File: config.mk
export PLATFORM = sky130hd
export DESIGN_NAME = moog_ladder_lowpass_filter_core
export DESIGN_NICKNAME = d
export VERILOG_FILES = /design/src/rtl/mlad_pkg.sv /design/src/rtl/mlad_mul.sv /design/src/rtl/mlad_dp.sv /design/src/rtl/mlad_ctrl.sv /design/src/rtl/moog_ladder_lowpass_filter_core.sv
export SDC_FILE = /design/constraint.sdc
export NUM_CORES = 2
export LEC_CHECK = 0
export BUFFER_PORTS_ARGS = -buffer_cell sky130_fd_sc_hd__buf_4
export CORE_MARGIN = 5
export CORE_UTILIZATION = 45
export CTS_BUF_LIST = sky130_fd_sc_hd__clkbuf_4 sky130_fd_sc_hd__clkbuf_8
export DETAILED_ROUTE_END_ITERATION = 12
export SYNTH_ARGS = -nofsm -noshare
export SYNTH_HDL_FRONTEND = slang
export SYNTH_HIERARCHICAL = 1
export SYNTH_SLANG_ARGS = --single-unit
File: constraint.sdc
create_clock -name clk -period 18.6 [get_ports clk]
set_clock_uncertainty 0.15 [all_clocks]
set_input_delay 1.86 -clock clk [delete_from_list [all_inputs] [get_ports clk]]
set_output_delay 1.86 -clock clk [all_outputs]
set_load 0.01 [all_outputs]
File: src/rtl/mlad_pkg.sv
// Shared types, constants and command codes for the ladder lowpass filter.
package mlad_pkg;

  localparam int SAMPLE_BITS_DEF = 24;
  localparam int STATE_BITS_DEF  = 32;
  localparam int COEF_BITS       = 24;
  localparam int COEF_FRAC       = 20;
  localparam int SIXTH_FRAC      = 30;
  localparam int DIGIT_BITS      = 16;
  localparam int CFG_ADDR_BITS   = 2;

  // One sixth with 30 fraction bits, rounded.
  localparam logic [29:0] SIXTH_Q30 = 30'd178956971;

  typedef enum logic [CFG_ADDR_BITS-1:0] {
    REG_STAGE_GAIN     = 2'd0,
    REG_STAGE_FEEDBACK = 2'd1,
    REG_RESONANCE_GAIN = 2'd2
  } reg_idx_t;

  typedef enum logic [1:0] {
    SH_COEF,
    SH_STATE,
    SH_SIXTH
  } shift_sel_t;

  typedef enum logic [2:0] {
    MS_RES,
    MS_GAIN,
    MS_FB,
    MS_SQ,
    MS_CUBE,
    MS_SIXTH
  } mul_sel_t;

  typedef enum logic [2:0] {
    OP_NONE,
    OP_LOAD,
    OP_RES,
    OP_SUM,
    OP_KEEP,
    OP_STAGE,
    OP_FINAL,
    OP_EMIT
  } dp_op_t;

  typedef struct packed {
    dp_op_t     op;
    mul_sel_t   msel;
    logic       mul_start;
    logic [1:0] stage;
  } ctrl_cmd_t;

  typedef struct packed {
    logic mul_done;
  } dp_sts_t;

endpackage

File: src/rtl/mlad_mul.sv
// Shared multiplier: digit-serial signed product, floor shift and saturation.
module mlad_mul #(
  parameter int MUL_BITS   = 32,
  parameter int STATE_BITS = 32
) (
  input  logic                           clk,
  input  logic                           rst_n,
  input  logic                           start,
  input  logic signed [MUL_BITS-1:0]     a,
  input  logic signed [MUL_BITS-1:0]     b,
  input  mlad_pkg::shift_sel_t           shift_sel,
  output logic                           done,
  output logic signed [STATE_BITS-1:0]   p
);
  import mlad_pkg::*;

  localparam int NDIG       = (MUL_BITS + DIGIT_BITS - 1) / DIGIT_BITS;
  localparam int BPW        = NDIG * DIGIT_BITS;
  localparam int AW         = MUL_BITS + BPW;
  localparam int CW         = $clog2(NDIG);
  localparam int PPW        = MUL_BITS + DIGIT_BITS + 1;
  localparam int STATE_FRAC = STATE_BITS - 5;

  logic signed [MUL_BITS-1:0]   a_r;
  logic [BPW-1:0]               b_r;
  logic signed [AW-1:0]         acc_r, acc_nxt;
  logic [CW-1:0]                cnt_r;
  logic                         busy_r, fin_r, done_r;
  shift_sel_t                   sh_r;
  logic signed [STATE_BITS-1:0] p_r, p_nxt;

  logic [DIGIT_BITS-1:0]        dig;
  logic signed [DIGIT_BITS:0]   dig_s;
  logic signed [PPW-1:0]        pp;
  logic signed [AW-1:0]         shifted;
  logic [AW-STATE_BITS:0]       hi;

  // Top digit carries the sign, lower digits are unsigned.
  always_comb begin
    dig     = b_r[cnt_r*DIGIT_BITS +: DIGIT_BITS];
    dig_s   = (cnt_r == CW'(NDIG - 1)) ? {dig[DIGIT_BITS-1], dig} : {1'b0, dig};
    pp      = a_r * dig_s;
    acc_nxt = (acc_r <<< DIGIT_BITS) + AW'(pp);
  end

  always_comb begin
    case (sh_r)
      SH_STATE: shifted = acc_r >>> STATE_FRAC;
      SH_SIXTH: shifted = acc_r >>> SIXTH_FRAC;
      default:  shifted = acc_r >>> COEF_FRAC;
    endcase
    hi = shifted[AW-1:STATE_BITS-1];
    if ((&hi) || !(|hi)) begin
      p_nxt = shifted[STATE_BITS-1:0];
    end else begin
      p_nxt = {shifted[AW-1], {(STATE_BITS-1){~shifted[AW-1]}}};
    end
  end

  always_ff @(posedge clk) begin
    if (!rst_n) begin
      busy_r <= 1'b0;
      fin_r  <= 1'b0;
      done_r <= 1'b0;
      cnt_r  <= '0;
    end else begin
      done_r <= fin_r;
      fin_r  <= busy_r && (cnt_r == '0);
      if (start) begin
        busy_r <= 1'b1;
        cnt_r  <= CW'(NDIG - 1);
      end else if (busy_r) begin
        cnt_r <= cnt_r - 1'b1;
        if (cnt_r == '0) begin
          busy_r <= 1'b0;
        end
      end
    end
  end

  always_ff @(posedge clk) begin
    if (start) begin
      a_r   <= a;
      b_r   <= BPW'(b);
      sh_r  <= shift_sel;
      acc_r <= '0;
    end else if (busy_r) begin
      acc_r <= acc_nxt;
    end
    if (fin_r) begin
      p_r <= p_nxt;
    end
  end

  assign done = done_r;
  assign p    = p_r;

endmodule

File: src/rtl/mlad_dp.sv
// Datapath: filter state, stage ring, operand selection and the shared multiplier.
module mlad_dp #(
  parameter int SAMPLE_BITS = 24,
  parameter int STATE_BITS  = 32
) (
  input  logic                                    clk,
  input  logic                                    rst_n,
  input  mlad_pkg::ctrl_cmd_t                     cmd,
  output mlad_pkg::dp_sts_t                       sts,
  input  logic signed [SAMPLE_BITS-1:0]           in_sample,
  input  logic                                    in_last,
  input  logic signed [mlad_pkg::COEF_BITS-1:0]   stage_gain,
  input  logic signed [mlad_pkg::COEF_BITS-1:0]   stage_feedback,
  input  logic signed [mlad_pkg::COEF_BITS-1:0]   resonance_gain,
  output logic signed [SAMPLE_BITS-1:0]           out_sample,
  output logic                                    out_last
);
  import mlad_pkg::*;

  localparam int SB   = STATE_BITS;
  localparam int SF   = SB - 5;
  localparam int SAF  = SAMPLE_BITS - 1;
  localparam int LSH  = (SF >= SAF) ? (SF - SAF) : 0;
  localparam int RSH  = (SAF > SF) ? (SAF - SF) : 0;
  localparam int MW   = (SB > 31) ? SB : 31;
  localparam int CVW  = SB + SAMPLE_BITS;

  function automatic logic signed [SB-1:0] sat_st(input logic signed [SB:0] v);
    if (v[SB] == v[SB-1]) begin
      return v[SB-1:0];
    end
    return {v[SB], {(SB-1){~v[SB]}}};
  endfunction

  // ring_r[0] is the stage being updated, ring_r[3] the one updated last;
  // between samples ring_r[3] holds the fourth stage.
  logic signed [SB-1:0] ring_r [4];
  logic signed [SB-1:0] prev_r, x_r, sum_r, t_r, old_r, stage_new;
  logic                 last_r;

  logic signed [SB-1:0]  p;
  logic                  mul_done;
  logic signed [MW-1:0]  mul_a, mul_b;
  shift_sel_t            mul_sh;

  logic signed [CVW-1:0] x_wide, y_wide;
  logic signed [SB-1:0]  x_conv, st_in, st_prev;

  always_comb begin
    x_wide = (CVW'(in_sample) <<< LSH) >>> RSH;
    if ((&x_wide[CVW-1:SB-1]) || !(|x_wide[CVW-1:SB-1])) begin
      x_conv = x_wide[SB-1:0];
    end else begin
      x_conv = {x_wide[CVW-1], {(SB-1){~x_wide[CVW-1]}}};
    end
    y_wide = (CVW'(ring_r[3]) <<< RSH) >>> LSH;
    if ((&y_wide[CVW-1:SAMPLE_BITS-1]) || !(|y_wide[CVW-1:SAMPLE_BITS-1])) begin
      out_sample = y_wide[SAMPLE_BITS-1:0];
    end else begin
      out_sample = {y_wide[CVW-1], {(SAMPLE_BITS-1){~y_wide[CVW-1]}}};
    end
  end

  always_comb begin
    st_in     = (cmd.stage == 2'd0) ? x_r : ring_r[3];
    st_prev   = (cmd.stage == 2'd0) ? prev_r : old_r;
    stage_new = sat_st({t_r[SB-1], t_r} - {p[SB-1], p});
  end

  always_comb begin
    mul_sh = SH_COEF;
    unique case (cmd.msel)
      MS_RES: begin
        mul_a = MW'(resonance_gain);
        mul_b = MW'(ring_r[3]);
      end
      MS_GAIN: begin
        mul_a = MW'(sum_r);
        mul_b = MW'(stage_gain);
      end
      MS_FB: begin
        mul_a = MW'(ring_r[0]);
        mul_b = MW'(stage_feedback);
      end
      MS_SQ: begin
        mul_a  = MW'(ring_r[3]);
        mul_b  = MW'(ring_r[3]);
        mul_sh = SH_STATE;
      end
      MS_CUBE: begin
        mul_a  = MW'(t_r);
        mul_b  = MW'(ring_r[3]);
        mul_sh = SH_STATE;
      end
      MS_SIXTH: begin
        mul_a  = MW'(t_r);
        mul_b  = MW'($signed({1'b0, SIXTH_Q30}));
        mul_sh = SH_SIXTH;
      end
      default: begin
        mul_a = '0;
        mul_b = '0;
      end
    endcase
  end

  mlad_mul #(
    .MUL_BITS   (MW),
    .STATE_BITS (SB)
  ) u_mul (
    .clk       (clk),
    .rst_n     (rst_n),
    .start     (cmd.mul_start),
    .a         (mul_a),
    .b         (mul_b),
    .shift_sel (mul_sh),
    .done      (mul_done),
    .p         (p)
  );

  // Filter state: cleared by reset.
  always_ff @(posedge clk) begin
    if (!rst_n) begin
      prev_r <= '0;
      for (int i = 0; i < 4; i++) begin
        ring_r[i] <= '0;
      end
    end else begin
      case (cmd.op)
        OP_STAGE: begin
          ring_r[0] <= ring_r[1];
          ring_r[1] <= ring_r[2];
          ring_r[2] <= ring_r[3];
          ring_r[3] <= stage_new;
        end
        OP_FINAL: begin
          ring_r[3] <= sat_st({ring_r[3][SB-1], ring_r[3]} - {t_r[SB-1], t_r});
          prev_r    <= x_r;
        end
        default: ;
      endcase
    end
  end

  // Working registers for the sample in flight.
  always_ff @(posedge clk) begin
    case (cmd.op)
      OP_LOAD: begin
        x_r    <= x_conv;
        last_r <= in_last;
      end
      OP_RES:   x_r   <= sat_st({x_r[SB-1], x_r} - {p[SB-1], p});
      OP_SUM:   sum_r <= sat_st({st_in[SB-1], st_in} + {st_prev[SB-1], st_prev});
      OP_KEEP:  t_r   <= p;
      OP_STAGE: old_r <= ring_r[0];
      default: ;
    endcase
  end

  assign sts.mul_done = mul_done;
  assign out_last     = last_r;

endmodule

File: src/rtl/mlad_ctrl.sv
// Controller: sequences the twelve multiplies and the state updates of one sample.
module mlad_ctrl (
  input  logic                clk,
  input  logic                rst_n,
  input  logic                in_valid,
  input  logic                out_free,
  input  mlad_pkg::dp_sts_t   sts,
  output logic                in_ready,
  output mlad_pkg::ctrl_cmd_t cmd
);
  import mlad_pkg::*;

  typedef enum logic [3:0] {
    S_IDLE,
    S_RES_GO,
    S_RES_W,
    S_SUM,
    S_GAIN_GO,
    S_GAIN_W,
    S_FB_GO,
    S_FB_W,
    S_SQ_GO,
    S_SQ_W,
    S_CU_GO,
    S_CU_W,
    S_SX_GO,
    S_SX_W,
    S_FINAL,
    S_EMIT
  } state_t;

  state_t     state_r, state_nxt;
  logic [1:0] k_r, k_nxt;

  always_comb begin
    state_nxt     = state_r;
    k_nxt         = k_r;
    in_ready      = 1'b0;
    cmd.op        = OP_NONE;
    cmd.msel      = MS_RES;
    cmd.mul_start = 1'b0;
    cmd.stage     = k_r;
    unique case (state_r)
      S_IDLE: begin
        in_ready = 1'b1;
        if (in_valid) begin
          cmd.op    = OP_LOAD;
          state_nxt = S_RES_GO;
        end
      end
      S_RES_GO: begin
        cmd.msel      = MS_RES;
        cmd.mul_start = 1'b1;
        state_nxt     = S_RES_W;
      end
      S_RES_W: begin
        if (sts.mul_done) begin
          cmd.op    = OP_RES;
          k_nxt     = 2'd0;
          state_nxt = S_SUM;
        end
      end
      S_SUM: begin
        cmd.op    = OP_SUM;
        state_nxt = S_GAIN_GO;
      end
      S_GAIN_GO: begin
        cmd.msel      = MS_GAIN;
        cmd.mul_start = 1'b1;
        state_nxt     = S_GAIN_W;
      end
      S_GAIN_W: begin
        if (sts.mul_done) begin
          cmd.op    = OP_KEEP;
          state_nxt = S_FB_GO;
        end
      end
      S_FB_GO: begin
        cmd.msel      = MS_FB;
        cmd.mul_start = 1'b1;
        state_nxt     = S_FB_W;
      end
      S_FB_W: begin
        if (sts.mul_done) begin
          cmd.op = OP_STAGE;
          k_nxt  = k_r + 2'd1;
          state_nxt = (k_r == 2'd3) ? S_SQ_GO : S_SUM;
        end
      end
      S_SQ_GO: begin
        cmd.msel      = MS_SQ;
        cmd.mul_start = 1'b1;
        state_nxt     = S_SQ_W;
      end
      S_SQ_W: begin
        if (sts.mul_done) begin
          cmd.op    = OP_KEEP;
          state_nxt = S_CU_GO;
        end
      end
      S_CU_GO: begin
        cmd.msel      = MS_CUBE;
        cmd.mul_start = 1'b1;
        state_nxt     = S_CU_W;
      end
      S_CU_W: begin
        if (sts.mul_done) begin
          cmd.op    = OP_KEEP;
          state_nxt = S_SX_GO;
        end
      end
      S_SX_GO: begin
        cmd.msel      = MS_SIXTH;
        cmd.mul_start = 1'b1;
        state_nxt     = S_SX_W;
      end
      S_SX_W: begin
        if (sts.mul_done) begin
          cmd.op    = OP_KEEP;
          state_nxt = S_FINAL;
        end
      end
      S_FINAL: begin
        cmd.op    = OP_FINAL;
        state_nxt = S_EMIT;
      end
      S_EMIT: begin
        if (out_free) begin
          cmd.op    = OP_EMIT;
          state_nxt = S_IDLE;
        end
      end
      default: state_nxt = S_IDLE;
    endcase
  end

  always_ff @(posedge clk) begin
    if (!rst_n) begin
      state_r <= S_IDLE;
      k_r     <= 2'd0;
    end else begin
      state_r <= state_nxt;
      k_r     <= k_nxt;
    end
  end

endmodule

File: src/rtl/moog_ladder_lowpass_filter_core.sv
// One input word is processed at a time: no new word is taken until the last result is emitted.
// Each sample takes twelve multiplies on one shared 16-bit-digit serial multiplier,
// with NDIG = ceil(max(STATE_BITS,31)/16) digits per operand.
// A finished word waits in the output register while the next input word is taken.
// Reset (rst_n low, synchronous) clears the filter state, the coefficients and all handshakes.
module moog_ladder_lowpass_filter_core #(
  parameter int SAMPLE_BITS = mlad_pkg::SAMPLE_BITS_DEF,
  parameter int STATE_BITS  = mlad_pkg::STATE_BITS_DEF,
  localparam int TDATA_BITS = ((SAMPLE_BITS + 7) / 8) * 8
) (
  input  logic                                 clk,
  input  logic                                 rst_n,
  // configuration write port
  input  logic                                 cfg_we,
  input  logic [mlad_pkg::CFG_ADDR_BITS-1:0]   cfg_addr,
  input  logic [mlad_pkg::COEF_BITS-1:0]       cfg_wdata,
  // input sample stream
  input  logic                                 in_tvalid,
  output logic                                 in_tready,
  input  logic [TDATA_BITS-1:0]                in_tdata,   // sample_in
  input  logic                                 in_tlast,   // last_in
  // output sample stream
  output logic                                 out_tvalid,
  input  logic                                 out_tready,
  output logic [TDATA_BITS-1:0]                out_tdata,  // sample_out, zero padded
  output logic                                 out_tlast   // last_out
);
  import mlad_pkg::*;

  // Coefficients, all signed Q3.20.
  logic signed [COEF_BITS-1:0] stage_gain_r, stage_feedback_r, resonance_gain_r;

  ctrl_cmd_t cmd;
  dp_sts_t   sts;

  logic                          out_valid_r;
  logic [SAMPLE_BITS-1:0]        out_sample_r;
  logic                          out_last_r;
  logic signed [SAMPLE_BITS-1:0] dp_sample;
  logic                          dp_last;
  logic                          out_free, emit;

  // Register writes; an index past the list is dropped.
  always_ff @(posedge clk) begin
    if (!rst_n) begin
      stage_gain_r     <= '0;
      stage_feedback_r <= '0;
      resonance_gain_r <= '0;
    end else if (cfg_we) begin
      unique case (reg_idx_t'(cfg_addr))
        REG_STAGE_GAIN:     stage_gain_r     <= cfg_wdata;
        REG_STAGE_FEEDBACK: stage_feedback_r <= cfg_wdata;
        REG_RESONANCE_GAIN: resonance_gain_r <= cfg_wdata;
        default: ;
      endcase
    end
  end

  // The output register frees up in the same cycle its word is taken.
  assign out_free = !out_valid_r || out_tready;
  assign emit     = (cmd.op == OP_EMIT);

  mlad_ctrl u_ctrl (
    .clk      (clk),
    .rst_n    (rst_n),
    .in_valid (in_tvalid),
    .out_free (out_free),
    .sts      (sts),
    .in_ready (in_tready),
    .cmd      (cmd)
  );

  mlad_dp #(
    .SAMPLE_BITS (SAMPLE_BITS),
    .STATE_BITS  (STATE_BITS)
  ) u_dp (
    .clk            (clk),
    .rst_n          (rst_n),
    .cmd            (cmd),
    .sts            (sts),
    .in_sample      ($signed(in_tdata[SAMPLE_BITS-1:0])),
    .in_last        (in_tlast),
    .stage_gain     (stage_gain_r),
    .stage_feedback (stage_feedback_r),
    .resonance_gain (resonance_gain_r),
    .out_sample     (dp_sample),
    .out_last       (dp_last)
  );

  // Output register: load on emit, drop once taken.
  always_ff @(posedge clk) begin
    if (!rst_n) begin
      out_valid_r <= 1'b0;
    end else if (emit) begin
      out_valid_r <= 1'b1;
    end else if (out_tready) begin
      out_valid_r <= 1'b0;
    end
  end

  always_ff @(posedge clk) begin
    if (emit) begin
      out_sample_r <= dp_sample;
      out_last_r   <= dp_last;
    end
  end

  assign out_tvalid = out_valid_r;
  assign out_tdata  = TDATA_BITS'(out_sample_r);
  assign out_tlast  = out_last_r;

  // One sample in flight: no new word right after one is taken.
  assert property (@(posedge clk) disable iff (!rst_n)
    (in_tvalid && in_tready) |=> !in_tready)
    else $error("input taken while a sample is in flight");

  // Never overwrite a word still waiting at the output.
  assert property (@(posedge clk) disable iff (!rst_n)
    emit |-> (!out_valid_r || out_tready))
    else $error("output word overwritten");

  // After a result is emitted the block is ready for the next word.
  assert property (@(posedge clk) disable iff (!rst_n)
    emit |=> in_tready)
    else $error("not ready after emit");

endmodule

==> metrics <==
DRC Markers 0; drt first-iter violations 3917; status complete, no violations; wire length on met1 76200 um; Die H 360 um; worst min-delay path class reg2reg; dpl hpwl 136000 um; worst-path cell chain buf_4, mux2_2, nand2_1, inv_1, fa_1, fa_1, fa_1, inv_1, fa_1, inv_1, fa_1, inv_1, fa_1, inv_1, ha_1, and3_1, and4_1, inv_1, nor4_1, o31ai_1, o211ai_1, a31o_2, a21oi_1, o211a_1; R2R setup slack 9.68 ns; TritonCTS buffer count 102; synthesized area per cell 9.66 um2; Ports 83; vias after detailed routing 42128; most area-hungry cell type in the Yosys netlist fa_1; period utilisation layout 48.0%; syn_nets 6720; Die Span X 360 um; Setup TNS Final 0 ns; Worst slew margin 18.1%; overflow left after global routing 0; antenna-violating nets left 0; CP max stage delay 0.88 ns; Worst Tran Pin Value 1.22 ns; met3 wire len 12800 um; post-synthesis async set-or-reset flop share 0%; reg2reg end u_dp/u_mul/acc_r[63]; Yosys top cell area share 23.5%; largest net degree at the start of global routing 105; Worst-path clk slew 0.06 ns; drt total wl 176000 um; Fmax 112 MHz; hold_buf cts 0; share of cells above drive strength 1 9.30%; critical path launch point type flip-flop; htree depth 3; Synth top cells by count 845 x inv_1, 705 x nand2_1, 648 x fa_1, 380 x edfxtp_1; initial antenna violation count 11; Synth cell types 125; Worst Path Required 19.10 ns; Critical Path Fanout Max 32; Final setup viols 0; GRT Overall Usage 26.9%; Setup Crit Path Kind reg2reg; die area 130000 um2; clock latency on the worst-skew pair 0.76 ns; Pre-antenna DRT Iters 6; R2R depth 24; area grow syn2layout 7.31%; Filler Cell Count 11525; vias in the first global route 42429; Post-DP Area 56900 um2; hold worst-path end u_dp/old_r[25]; initial cell density of the core 45.3%; cell count after synthesis 5710; area of the multi-input gates 35700 um2; number of core rows 128; post-CTS setup repair buffer count 0; Worst EP arrival 9.42 ns; vias per inst 5.72; RSZ-0062 raised after global routing false; wire length per cell after detailed routing 23.9 um; Yosys reg bits 559; Core ar. 122000 um2; Post-Syn Area 55100 um2; type of destination of the critical path flip-flop; Longest Clk Path Bufs 3; Most used DFF post-synth edfxtp_1; Yosys Warn Count 6; GPL Wtd Cong 0.984; DR top layer met5; number of synthesized flops with an enable pin 380; PortBufs 82; r2r startpoint u_dp/u_mul/cnt_r; slowest CP cell fa_1; CP delay by family, top adder cells; final slew viol count 0; CTS Root Cell clkbuf_8; Hold Path Depth 0; Area contributors post-synth fa_1 24%, edfxtp_1 21%, ha_1 6.9%, dfxtp_1 6.5%, inv_1 5.8%; CTS sink count 559; fin crit period 8.92 ns; Buf+Inv Stages, Crit Path 7; Crit. path cell count 24; CTS tree done; post-cts sizing count 0; Layout Nets 6665; first-pass GRT wire length 267000 um; # Max-Cap Violations 0; flip-flop and latch area 15000 um2; final instance area 59200 um2; Routed met2 length 79700 um; most common cell in the netlist inv_1; min-delay src u_dp/ring_r[0][25]; Seq/Total Area, Yosys 27.2%; final hold viol count 0
## layout by cell type (no fill, tap or decap), types with 13 or more instances in the layout
cell type  instances
nand4_1           27
and3_1           114
clkinv_1          16
nand3b_1          13
o21ai_0          189
nor3_1            45
a21o_1           108
o21a_1            32
nand2b_1          29
o22ai_1           46
o211ai_1          47
edfxtp_1         380
fa_1             648
a21oi_1          305
and2_1            69
inv_1            842
ha_1             305
clkbuf_8         112
mux2_2            97
nand3_1           60
a22oi_1           74
o31ai_1           23
nor2_1           241
a211oi_1          18
o21bai_1          27
mux2i_1          121
xnor2_1           97
a21boi_0          43
clkbuf_4          38
o21ai_1           29
clkinv_2          14
nor2b_1          147
a31oi_1           29
buf_4            138
dfxtp_1          178
xor2_1            60
nand2_1          704
## worst max-delay path by stage
stage	from	end
3_3_place_gp	u_dp/u_mul/cnt_r	u_dp/u_mul/acc_r[63]
4_1_cts	u_dp/u_mul/cnt_r	u_dp/u_mul/acc_r[63]
6_report	u_dp/u_mul/cnt_r	u_dp/u_mul/acc_r[63]
5_1_grt	u_dp/u_mul/cnt_r	u_dp/u_mul/acc_r[63]
2_1_floorplan	u_dp/u_mul/cnt_r	u_dp/u_mul/acc_r[48]
3_5_place_dp	u_dp/u_mul/cnt_r	u_dp/u_mul/acc_r[63]
## flip-flops by register name, summed over array words and instances (netlist names), 2 cells and up
register          cells
u_dp/ring_r         128
u_dp/u_mul/acc_r     64
u_dp/old_r           32
u_dp/prev_r          32
u_dp/sum_r           32
u_dp/t_r             32
u_dp/u_mul/a_r       32
u_dp/u_mul/b_r       32
u_dp/u_mul/p         32
u_dp/x_r             32
out_tdata            24
resonance_gain_r     24
stage_feedback_r     24
stage_gain_r         24
u_ctrl/state_r        4
u_ctrl/k_r            2
u_dp/u_mul/sh_r       2
## cell families after synthesis
| logic type | synth area share [%] |
|---|---|
| flip-flops | 27.2 |
| AND/OR/NAND/NOR | 13.2 |
| buffers and inverters | 8.33 |
| XOR/XNOR | 2.66 |
| multiplexers | 4.58 |
| AO/OA/AOI/OAI | 13.2 |
| adder cells (fa/ha/maj) | 30.8 |
## per-stage QoR
| stage | std cells | utilization, % | hold slack [ns] | setup slack [ns] |
|---|---|---|---|---|
| after CTS | 7366 | 48.6 | 0.299 | 9.78 |
| after detailed placement | 7176 | 46.8 | 0.291 | 9.76 |
| after global routing | 7368 | 48.6 | 0.315 | 9.32 |
| after global placement | 7176 | 46.8 | 0.290 | 9.90 |
| after floorplan | 5710 | - | 0.250 | 10.27 |
| final | 7371 | 48.6 | 0.297 | 9.68 |
## worst reg2reg max path, stage by stage (launching register included)
cell	delay, ns
dfxtp_1	0.54
buf_4	0.35
mux2_2	0.71
nand2_1	0.28
inv_1	0.14
fa_1	0.49
fa_1	0.76
fa_1	0.67
inv_1	0.15
fa_1	0.88
inv_1	0.30
fa_1	0.54
inv_1	0.05
fa_1	0.48
inv_1	0.04
ha_1	0.40
and3_1	0.23
and4_1	0.29
inv_1	0.07
nor4_1	0.28
o31ai_1	0.14
o211ai_1	0.35
a31o_2	0.27
a21oi_1	0.07
o211a_1	0.22
## layout make-up
type,instances,area share [%]
Sequential cell,559,25.3
Clock buffer,150,3.09
Antenna cell,5,0.0211
Inverter,846,5.37
Multi-Input combinational cell,4007,60.3
Tap cell,1625,3.44
Clock inverter,40,0.653
Timing Repair Buffer,139,1.77
## metal layers
layer / GRT usage (%) / vias to the layer above
met5: 0 / -
met4: 10.2 / 6
met3: 4.22 / 304
met2: 42.5 / 1643
met1: 37.6 / 21238
li1: - / 18937
Power is not shown: default switching activity piles up to over one toggle a cycle in this logic, so the estimate is an artifact.
